[src/pid_position_incremental_core_assert.svh]
// Assertion macros shared by the PID controller RTL.
// Included by pid_position_incremental_core.sv; no other dependencies.
`ifndef PID_POSITION_INCREMENTAL_CORE_ASSERT_SVH
`define PID_POSITION_INCREMENTAL_CORE_ASSERT_SVH

// Same-cycle implication, checked out of reset.
`define PPI_ASSERT_IMPLY(label, clk, rstn, ante, cons, msg) \
    label: assert property (@(posedge clk) disable iff (!(rstn)) (ante) |-> (cons)) \
        else $error(msg);

// Next-cycle implication, checked out of reset.
`define PPI_ASSERT_NEXT(label, clk, rstn, ante, cons, msg) \
    label: assert property (@(posedge clk) disable iff (!(rstn)) (ante) |=> (cons)) \
        else $error(msg);

`endif

[src/ppi_pkg.sv]
// Package for the PID controller: widths, register indexes and beat types.
// No dependencies; imported by pid_position_incremental_core.
`timescale 1ns / 1ps

package ppi_pkg;

    localparam int DATA_W   = 16;
    localparam int FRAC_W   = 8;
    localparam int GAIN_W   = 16;
    localparam int ERR_W    = DATA_W + 1;   // setpoint - measurement
    localparam int DIFF1_W  = DATA_W + 2;   // e - e1
    localparam int DIFF2_W  = DATA_W + 3;   // e - 2*e1 + e2
    localparam int SUM_W    = 21;           // error accumulator
    localparam int ACC_W    = SUM_W + 1;    // accumulator before the clamp
    localparam int OLIM_W   = 15;
    localparam int ILIM_W   = 20;
    localparam int SEP_W    = 16;
    localparam int CFG_IDX_W  = 3;
    localparam int CFG_DATA_W = 20;

    // Multiplier operand widths: each covers both modes.
    localparam int OPP_W  = DIFF1_W;
    localparam int OPI_W  = (SUM_W > ERR_W) ? SUM_W : ERR_W;
    localparam int OPD_W  = DIFF2_W;
    localparam int PRODP_W = GAIN_W + OPP_W;
    localparam int PRODI_W = GAIN_W + OPI_W;
    localparam int PRODD_W = GAIN_W + OPD_W;
    localparam int RAW_W   = PRODI_W + 3;

    localparam logic [CFG_IDX_W-1:0] CFG_MODE      = 3'd0;
    localparam logic [CFG_IDX_W-1:0] CFG_GAIN_P    = 3'd1;
    localparam logic [CFG_IDX_W-1:0] CFG_GAIN_I    = 3'd2;
    localparam logic [CFG_IDX_W-1:0] CFG_GAIN_D    = 3'd3;
    localparam logic [CFG_IDX_W-1:0] CFG_OUT_LIMIT = 3'd4;
    localparam logic [CFG_IDX_W-1:0] CFG_INT_LIMIT = 3'd5;
    localparam logic [CFG_IDX_W-1:0] CFG_SEP_THR   = 3'd6;

    localparam logic MODE_POSITIONAL  = 1'b0;
    localparam logic MODE_INCREMENTAL = 1'b1;

    localparam logic [ILIM_W-1:0] INT_LIMIT_RESET = 20'd10000;
    localparam logic [SEP_W-1:0]  SEP_THR_RESET   = 16'd100;

    typedef struct packed {
        logic signed [DATA_W-1:0] setpoint;
        logic signed [DATA_W-1:0] measurement;
        logic                     restart;
    } pid_in_t;

    typedef struct packed {
        logic signed [DATA_W-1:0] drive;
        logic                     saturated;
    } pid_out_t;

endpackage

[src/pid_position_incremental_core.sv]
// PID controller, positional and incremental modes, one sample per cycle unless stalled.
// Depends on ppi_pkg and pid_position_incremental_core_assert.svh.
//
// Usage:
// - Input channel s_valid/s_ready/s_data carries one sample per beat:
//   setpoint, measurement and a restart flag that clears the history,
//   accumulator and previous drive before the sample is used.
// - Result channel m_valid/m_ready/m_data returns one beat per sample:
//   the drive value clamped to +/- output_limit and a saturation flag.
// - Configuration: cfg_we writes cfg_data to register cfg_index at the
//   clock edge; write only while no sample is in flight.
// - The sample register feeds one pass of error, accumulator clamp, three gain
//   multipliers, a sum and the output clamp into the result register, which
//   drives m_valid and m_data.
// - One sample per cycle unless a result waits on low m_ready; controller state
//   updates as each result is registered, so the next sample sees it at once.
// - When m_ready is low and a result waits, the result register holds; the sample
//   register takes a beat only if empty, and s_ready is low until the result moves.
// - Reset (aresetn low, synchronous) empties both registers, zeroes the
//   controller state and loads the register defaults.
`timescale 1ns / 1ps

module pid_position_incremental_core (
    input  logic                               aclk,
    input  logic                               aresetn,
    input  logic                               s_valid,
    output logic                               s_ready,
    input  ppi_pkg::pid_in_t                   s_data,
    output logic                               m_valid,
    input  logic                               m_ready,
    output ppi_pkg::pid_out_t                  m_data,
    input  logic                               cfg_we,
    input  logic [ppi_pkg::CFG_IDX_W-1:0]      cfg_index,
    input  logic [ppi_pkg::CFG_DATA_W-1:0]     cfg_data
);
    import ppi_pkg::*;

    // Configuration registers.
    logic                     mode_reg;
    logic signed [GAIN_W-1:0] gain_p_reg;
    logic signed [GAIN_W-1:0] gain_i_reg;
    logic signed [GAIN_W-1:0] gain_d_reg;
    logic [OLIM_W-1:0]        out_limit_reg;
    logic [ILIM_W-1:0]        int_limit_reg;
    logic [SEP_W-1:0]         sep_thr_reg;

    // Controller state.
    logic signed [ERR_W-1:0]  prev_error_reg,      prev_error_next;
    logic signed [ERR_W-1:0]  prev_prev_error_reg, prev_prev_error_next;
    logic signed [SUM_W-1:0]  error_sum_reg,       error_sum_next;
    logic signed [DATA_W-1:0] prev_drive_reg;

    // Sample and result registers.
    logic     in_valid_reg;
    pid_in_t  in_reg;
    logic     out_valid_reg;
    pid_out_t out_reg, out_next;

    logic advance;

    logic signed [ERR_W-1:0]   e1, e2, err;
    logic signed [SUM_W-1:0]   sum_old;
    logic signed [DATA_W-1:0]  drv_old;
    logic [ERR_W-1:0]          err_mag;
    logic signed [DIFF1_W-1:0] diff1;
    logic signed [DIFF2_W-1:0] diff2;
    logic signed [ACC_W-1:0]   acc, ilim;
    logic signed [SUM_W-1:0]   acc_clamped;
    logic signed [OPP_W-1:0]   op_p;
    logic signed [OPI_W-1:0]   op_i;
    logic signed [OPD_W-1:0]   op_d;
    logic signed [PRODP_W-1:0] prod_p;
    logic signed [PRODI_W-1:0] prod_i;
    logic signed [PRODD_W-1:0] prod_d;
    logic signed [RAW_W-1:0]   raw, olim;

    assign advance = in_valid_reg && (!out_valid_reg || m_ready);
    assign s_ready = !in_valid_reg || advance;
    assign m_valid = out_valid_reg;
    assign m_data  = out_reg;

    always_ff @(posedge aclk) begin
        if (!aresetn) begin
            mode_reg      <= MODE_POSITIONAL;
            gain_p_reg    <= '0;
            gain_i_reg    <= '0;
            gain_d_reg    <= '0;
            out_limit_reg <= '0;
            int_limit_reg <= INT_LIMIT_RESET;
            sep_thr_reg   <= SEP_THR_RESET;
        end else if (cfg_we) begin
            case (cfg_index)
                CFG_MODE:      mode_reg      <= cfg_data[0];
                CFG_GAIN_P:    gain_p_reg    <= cfg_data[GAIN_W-1:0];
                CFG_GAIN_I:    gain_i_reg    <= cfg_data[GAIN_W-1:0];
                CFG_GAIN_D:    gain_d_reg    <= cfg_data[GAIN_W-1:0];
                CFG_OUT_LIMIT: out_limit_reg <= cfg_data[OLIM_W-1:0];
                CFG_INT_LIMIT: int_limit_reg <= cfg_data[ILIM_W-1:0];
                CFG_SEP_THR:   sep_thr_reg   <= cfg_data[SEP_W-1:0];
                default: ;
            endcase
        end
    end

    always_comb begin
        // A restart beat runs against cleared history.
        e1      = in_reg.restart ? '0 : prev_error_reg;
        e2      = in_reg.restart ? '0 : prev_prev_error_reg;
        sum_old = in_reg.restart ? '0 : error_sum_reg;
        drv_old = in_reg.restart ? '0 : prev_drive_reg;

        err     = ERR_W'(in_reg.setpoint) - ERR_W'(in_reg.measurement);
        err_mag = err[ERR_W-1] ? ERR_W'(-err) : ERR_W'(err);
        diff1   = DIFF1_W'(err) - DIFF1_W'(e1);
        diff2   = DIFF2_W'(err) - (DIFF2_W'(e1) <<< 1) + DIFF2_W'(e2);

        // Accumulator: add, clamp, then integral separation.
        acc  = ACC_W'(sum_old) + ACC_W'(err);
        ilim = ACC_W'({2'b00, int_limit_reg});
        if (acc > ilim) begin
            acc_clamped = SUM_W'(ilim);
        end else if (acc < -ilim) begin
            acc_clamped = SUM_W'(-ilim);
        end else begin
            acc_clamped = SUM_W'(acc);
        end
        if (err_mag > ERR_W'(sep_thr_reg)) begin
            acc_clamped = '0;
        end

        if (mode_reg == MODE_INCREMENTAL) begin
            error_sum_next = sum_old;
            op_p = OPP_W'(diff1);
            op_i = OPI_W'(err);
            op_d = OPD_W'(diff2);
        end else begin
            error_sum_next = acc_clamped;
            op_p = OPP_W'(err);
            op_i = OPI_W'(acc_clamped);
            op_d = OPD_W'(diff1);
        end

        prod_p = PRODP_W'(gain_p_reg) * op_p;
        prod_i = PRODI_W'(gain_i_reg) * op_i;
        prod_d = PRODD_W'(gain_d_reg) * op_d;

        // Arithmetic shifts give the floor of each product of a Q8.8 gain.
        raw = RAW_W'(prod_p >>> FRAC_W) + RAW_W'(prod_i >>> FRAC_W)
            + RAW_W'(prod_d >>> FRAC_W);
        if (mode_reg == MODE_INCREMENTAL) begin
            raw = raw + RAW_W'(drv_old);
        end

        olim = RAW_W'({1'b0, out_limit_reg});
        if (raw > olim) begin
            out_next.drive     = DATA_W'(olim);
            out_next.saturated = 1'b1;
        end else if (raw < -olim) begin
            out_next.drive     = DATA_W'(-olim);
            out_next.saturated = 1'b1;
        end else begin
            out_next.drive     = DATA_W'(raw);
            out_next.saturated = 1'b0;
        end

        prev_error_next      = err;
        prev_prev_error_next = e1;
    end

    always_ff @(posedge aclk) begin
        if (!aresetn) begin
            in_valid_reg        <= 1'b0;
            out_valid_reg       <= 1'b0;
            prev_error_reg      <= '0;
            prev_prev_error_reg <= '0;
            error_sum_reg       <= '0;
            prev_drive_reg      <= '0;
        end else begin
            if (s_ready) begin
                in_valid_reg <= s_valid;
            end
            if (advance) begin
                out_valid_reg       <= 1'b1;
                prev_error_reg      <= prev_error_next;
                prev_prev_error_reg <= prev_prev_error_next;
                error_sum_reg       <= error_sum_next;
                prev_drive_reg      <= out_next.drive;
            end else if (m_ready) begin
                out_valid_reg <= 1'b0;
            end
        end
    end

    always_ff @(posedge aclk) begin
        if (s_valid && s_ready) begin
            in_reg <= s_data;
        end
        if (advance) begin
            out_reg <= out_next;
        end
    end

`include "pid_position_incremental_core_assert.svh"

    `PPI_ASSERT_NEXT(a_result_loaded, aclk, aresetn, advance, out_valid_reg,
        "result beat not registered")

    `PPI_ASSERT_NEXT(a_prev_drive_tracks, aclk, aresetn, advance,
        prev_drive_reg == out_reg.drive, "previous drive differs from the last result")

    `PPI_ASSERT_NEXT(a_history_shift, aclk, aresetn, advance && !in_reg.restart,
        prev_prev_error_reg == $past(prev_error_reg), "error history did not shift")

    `PPI_ASSERT_NEXT(a_incr_sum_hold, aclk, aresetn,
        advance && !in_reg.restart && mode_reg == MODE_INCREMENTAL,
        $stable(error_sum_reg), "accumulator moved in incremental mode")

    `PPI_ASSERT_NEXT(a_sum_bound, aclk, aresetn,
        advance && !cfg_we && mode_reg == MODE_POSITIONAL,
        (ACC_W'(error_sum_reg) <= ilim) && (ACC_W'(error_sum_reg) >= -ilim),
        "accumulator outside integral limit")

endmodule

[config.mk]
export PLATFORM = sky130hd
export DESIGN_NAME = pid_position_incremental_core
export DESIGN_NICKNAME = d
export VERILOG_FILES = /design/src/ppi_pkg.sv /design/src/pid_position_incremental_core.sv
export VERILOG_INCLUDE_DIRS = /design/src /design/src/src
export SDC_FILE = /design/constraint.sdc
export NUM_CORES = 2
export LEC_CHECK = 0
export ABC_AREA = 1
export BUFFER_PORTS_ARGS = -buffer_cell sky130_fd_sc_hd__clkbuf_2
export CAP_MARGIN = 20
export CORE_ASPECT_RATIO = 0.7
export CORE_UTILIZATION = 40
export CTS_CLUSTER_SIZE = 40
export DETAILED_ROUTE_END_ITERATION = 12
export PLACE_DENSITY = 0.63
export SLEW_MARGIN = 40
export SYNTH_ARGS = -nofsm -noshare
export SYNTH_HDL_FRONTEND = slang
export SYNTH_SLANG_ARGS = --single-unit
[constraint.sdc]
create_clock -name aclk -period 37.4 [get_ports aclk]
set_input_delay 7.48 -clock aclk [delete_from_list [all_inputs] [get_ports aclk]]
set_output_delay 7.48 -clock aclk [all_outputs]
set_load 0.01 [all_outputs]
# Word-level counts from Yosys, hierarchy flattened

Index checks and enable logic that the tools add are counted.

Input bits: 61
Word-level logic and storage cells: 75
Register bits after elaboration: 223

Multipliers: 3
$add $sub $neg: 11
Reduce and logical (&&, ||, !) cells: 15
Order comparisons: 5
Muxes and demuxes: 17
Equality and inequality tests: 6

Operator list:

| operator                                                   | count |
|---|---|
| 21-bit two-way mux                                         | 6 |
| 17-bit two-way mux                                         | 5 |
| 40-bit by 16-bit greater-than comparator with 1-bit output | 1 |
| 40-bit < comparator                                        | 1 |
| 40-bit two-way mux                                         | 1 |
| 15-bit negation with 40-bit output                         | 1 |
| 16-bit by 21-bit multiplier with 37-bit output             | 1 |
| 16-bit by 19-bit multiplier with 35-bit output             | 1 |
| 16-bit by 18-bit multiplier with 34-bit output             | 1 |
| 31-bit by 16-bit adder with 32-bit output                  | 1 |
| 30-bit by 27-bit adder with 31-bit output                  | 1 |
| 26-bit by 29-bit adder with 30-bit output                  | 1 |
| 21-bit by 17-bit adder with 22-bit output                  | 1 |
| 22-bit by 21-bit greater-than comparator with 1-bit output | 1 |
| 22-bit < comparator                                        | 1 |
| 20-bit negation with 22-bit output                         | 1 |
| 19-bit by 17-bit adder with 19-bit output                  | 1 |
| 19-bit two-way mux                                         | 1 |
| 17-bit by 18-bit subtractor with 19-bit output             | 1 |
| 18-bit two-way mux                                         | 1 |
| 17-bit by 17-bit subtractor with 18-bit output             | 1 |
| 17-bit by 16-bit greater-than comparator with 1-bit output | 1 |
| 17-bit negation                                            | 1 |
| 16-bit by 16-bit subtractor with 17-bit output             | 1 |
| other kinds (11)                                           | 24 |

# Longest topological paths before layout

Depth after elaboration: 15
Mapped depth: 115
Depth with buffers taken out: 113

# Worst setup path before layout

Ideal clock, no wire load.

Kind: flip-flop to flip-flop
Start point: register in_reg[1] (netlist name)
End point: register prev_drive_reg[3]
Arrival: 15.248 ns
Data required time: 37.285 ns
Buffers on the path: 3
Slack: 22.037 ns
Stages on the path, launching flop included: 103
Setup time: 0.115 ns
Path through: edfxtp_1 -> ha_1 -> fa_1 -> inv_1 -> nand3_1 -> nand2_2 -> nand2_1 -> nand2_2 -> xnor2_1 -> inv_1 -> ha_1 -> nand2_1 -> nor3_1 -> nand3_1 -> nand3_1 -> nand2_1 -> inv_1 -> nand3_1 -> [67 not listed] -> a21o_1 -> nand2_1 -> nand2_1 -> o2111ai_1 -> nand2_1 -> nand3_1 -> nand2_1 -> nand2_1 -> nand2_1 -> nand2_1 -> nand3_1 -> nand2_1 -> nand2_2 -> buf_4 -> nor2_1 -> nand3b_1 -> o21ai_0 -> inv_1

RTL lines:

| item                   | line                                 | RTL |
|---|---|---|
| start, declared        | pid_position_incremental_core.sv:55  | `pid_in_t in_reg;` |
| start signal, assigned | pid_position_incremental_core.sv:196 | `in_reg <= s_data;` |
| end signal, assigned   | pid_position_incremental_core.sv:187 | `prev_drive_reg <= out_next.drive;` |
| end, declared          | pid_position_incremental_core.sv:51  | `logic signed [DATA_W-1:0] prev_drive_reg;` |

==> impl_metrics.tcl <==
set metrics [dict create \
    die_h_um 306.8 \
    final_cell_mix "inv_1, nand2_1, fa_1" \
    vias_per_cell 5.316 \
    critical_path.startpoint "in_reg[1]$_DFFE_PP_" \
    status "finished clean" \
    synth_xor_area_frac 0.03952 \
    fin_tns_setup_ns 0 \
    antenna_found_initial 15 \
    clk_path_buf_depth 3 \
    synth_seq_cells 223 \
    grt_pass1_vias 44870 \
    hold_buffers 0 \
    avgSynthCellArea_um2 7.877 \
    synth_edf_count 50 \
    grt-ovfl-total 0 \
    io_pins 80 \
    clock.fmax_ghz 0.05045 \
    p_leak_nw 26.76 \
    worstPathMaxFanout 32 \
    cts_tree "done" \
    synth_cell_types 67 \
    fin_crit_sh 0.5300 \
    synth-adder-area-share 0.4827 \
    drive_above_1_share 0.04108 \
    powerDensity_nw_per_um2 81.59 \
    cp-endpoint "prev_drive_reg[4]$_SDFFE_PN0P_" \
    gp_congestion 1.008 \
    clock_skew_ns 0.02611 \
    num_rows 111 \
    worstMarginPinSlew_ns 0.9725 \
    postLayoutCellArea_um2 56440 \
    cpMaxStageDelayCell "fa_1" \
    endpoint_kind "flop" \
    ant_nets 0 \
    grt.total_usage 0.2704 \
    drt_first_iter_violations 4426 \
    slowest_delay_ns 0.57 \
    num_vias 45060 \
    avgRoutedWirePerCell_um 21.12 \
    io_buffer_count 79 \
    ir_drop_v 0.0001049 \
    crit_required_ns 37.91 \
    postSynthCellCount 6740 \
    coreArea_um2 131200 \
    cp-start-kind "flop" \
    drc_errors 0 \
    die_x_um 437.4 \
    synth_compound_area_frac 0.09783 \
    min_path_type "flop to flop" \
    drt_first_pass_iters 6 \
    cpMostUsedCell "nand2_1" \
    cts-root-buf "clkbuf_16" \
    relSlewSlack 0.3508 \
    syn_area_um2 53090 \
    cts_setup_buffers 0 \
    cts_max_level 2 \
    arrival_ns 20.33 \
    rsz0062_at_grt "no" \
    post_cts_resized 0 \
    worst_r2r_endpoint "prev_drive_reg[4]$_SDFFE_PN0P_" \
    path_clk_slew_ns 0.07 \
    area_growth_pct 6.302 \
    start_util 0.4045 \
    die_area_um2 134200 \
    synth-simple-area-share 0.1603 \
    async_flop_share 0 \
    nFillCells 13270 \
    wirelength_um 179000 \
    seq_area_um2 4982 \
    clock-sinks 223 \
    clk_latency_ns 0.60 \
    grt_first_pass_wirelength_um 275600 \
    synth_warnings 0 \
    cts_buffers 34 \
    place_area_um2 55240 \
    fin_crit_ns 19.82 \
    setup_violations 0 \
    reg2reg_from "in_reg[1]$_DFFE_PP_" \
    final_common_cell "inv_1" \
    synth_top_family_by_area "adder cells" \
    dp_hpwl_um 147300 \
    cap_viol_max_count 0 \
    r2r_cells 97 \
    multi_input_area_um2 41510 \
    worstSetupPathType "flop to flop" \
    largest_reg_flops 33 \
    grt_max_degree 80 \
    final_nets 8219 \
    postSynthNetCount 8265 \
    synthMuxAreaShare 0.0001885 \
    synthFlopType "dfxtp_1" \
    rrSetupSlack_ns 17.58 \
    slew_violations 0 \
    synth_seq_area_share 0.09351 \
    finalHoldViolCount 0 \
]
routing by layer:
layer,share of wire,up-vias,GRT usage
met5,0.00053,-,0
met3,0.11,254,0.06313
met1,0.45,22110,0.4010
li1,-,20430,-
met4,0.029,8,0.07335
met2,0.41,2264,0.3909
through the flow:
step / utilization / total power [mW] / setup slack (ns) / hold slack [ns] / instances
after global placement: 0.4204 / 4.121 / 17.92 / 0.4439 / 8408
after CTS: 0.4296 / 4.544 / 17.87 / 0.4625 / 8468
final: 0.4300 / 4.604 / 17.58 / 0.4635 / 8477
after global routing: 0.4299 / 5.063 / 16.12 / 0.4789 / 8469
after detailed placement: 0.4209 / 4.173 / 17.96 / 0.4543 / 8408
after floorplan: - / 3.102 / 22.04 / 0.4303 / 6740
layout make-up:
type	instances	share of cell area
Clock buffer	47	0.01776
Inverter	1566	0.1042
Multi-Input combinational cell	4752	0.7355
Tap cell	1751	0.03882
Antenna cell	8	0.0003547
Timing Repair Buffer	117	0.01246
Clock inverter	13	0.002638
Sequential cell	223	0.08828
cells in the mapped netlist (32+ instances only):
cell type  count  area share
nand2_1     1205       0.085
fa_1         974        0.37
clkinv_1      32      0.0023
inv_1       1523        0.11
nand4_1       33      0.0039
nor3_1        35      0.0033
nor2_1       622       0.044
a21oi_1      415       0.039
o21ai_0      311       0.029
xnor2_1       84       0.014
dfxtp_1      173       0.065
xor2_1       150       0.025
nand3_1      148       0.014
ha_1         490        0.12
edfxtp_1      50       0.028
clkbuf_1     152       0.011
power by group:
group	leakage, nW	switching, mW	internal, mW
registers	1.90	0.0309	0.297
clock network	0.571	0.144	0.202
logic	24.3	2.60	1.33
kinds of logic after synthesis:
kind of cell | Yosys count
AO/OA/AOI/OAI | 931
flip-flops | 223
XOR/XNOR | 237
buffers and inverters | 1765
AND/OR/NAND/NOR | 2119
adder cells (fa/ha/maj) | 1464
multiplexers | 1
how the worst min path moves through the flow:
stage                                         from                                  end  slack, ns  depth (start not counted)
5_1_grt        prev_prev_error_reg[0]$_SDFFE_PN0P_  prev_prev_error_reg[0]$_SDFFE_PN0P_       0.48                          2
4_1_cts        prev_prev_error_reg[1]$_SDFFE_PN0P_  prev_prev_error_reg[1]$_SDFFE_PN0P_       0.46                          2
6_report       prev_prev_error_reg[1]$_SDFFE_PN0P_  prev_prev_error_reg[1]$_SDFFE_PN0P_       0.46                          2
3_3_place_gp   prev_prev_error_reg[0]$_SDFFE_PN0P_  prev_prev_error_reg[0]$_SDFFE_PN0P_       0.44                          2
2_1_floorplan  prev_prev_error_reg[0]$_SDFFE_PN0P_  prev_prev_error_reg[0]$_SDFFE_PN0P_       0.43                          2
3_5_place_dp   prev_prev_error_reg[1]$_SDFFE_PN0P_  prev_prev_error_reg[1]$_SDFFE_PN0P_       0.45                          2
worst max-delay path: cells and delay by family (launching register included):
family,cells,cell delay (ns)
fa+ha+maj,15,6.35
flops,1,0.36
xor+xnor,5,1.22
simple gates,51,5.97
buf+inv,9,1.52
compound gates,17,4.26
Note: power is estimated with default switching activity, not from simulation.
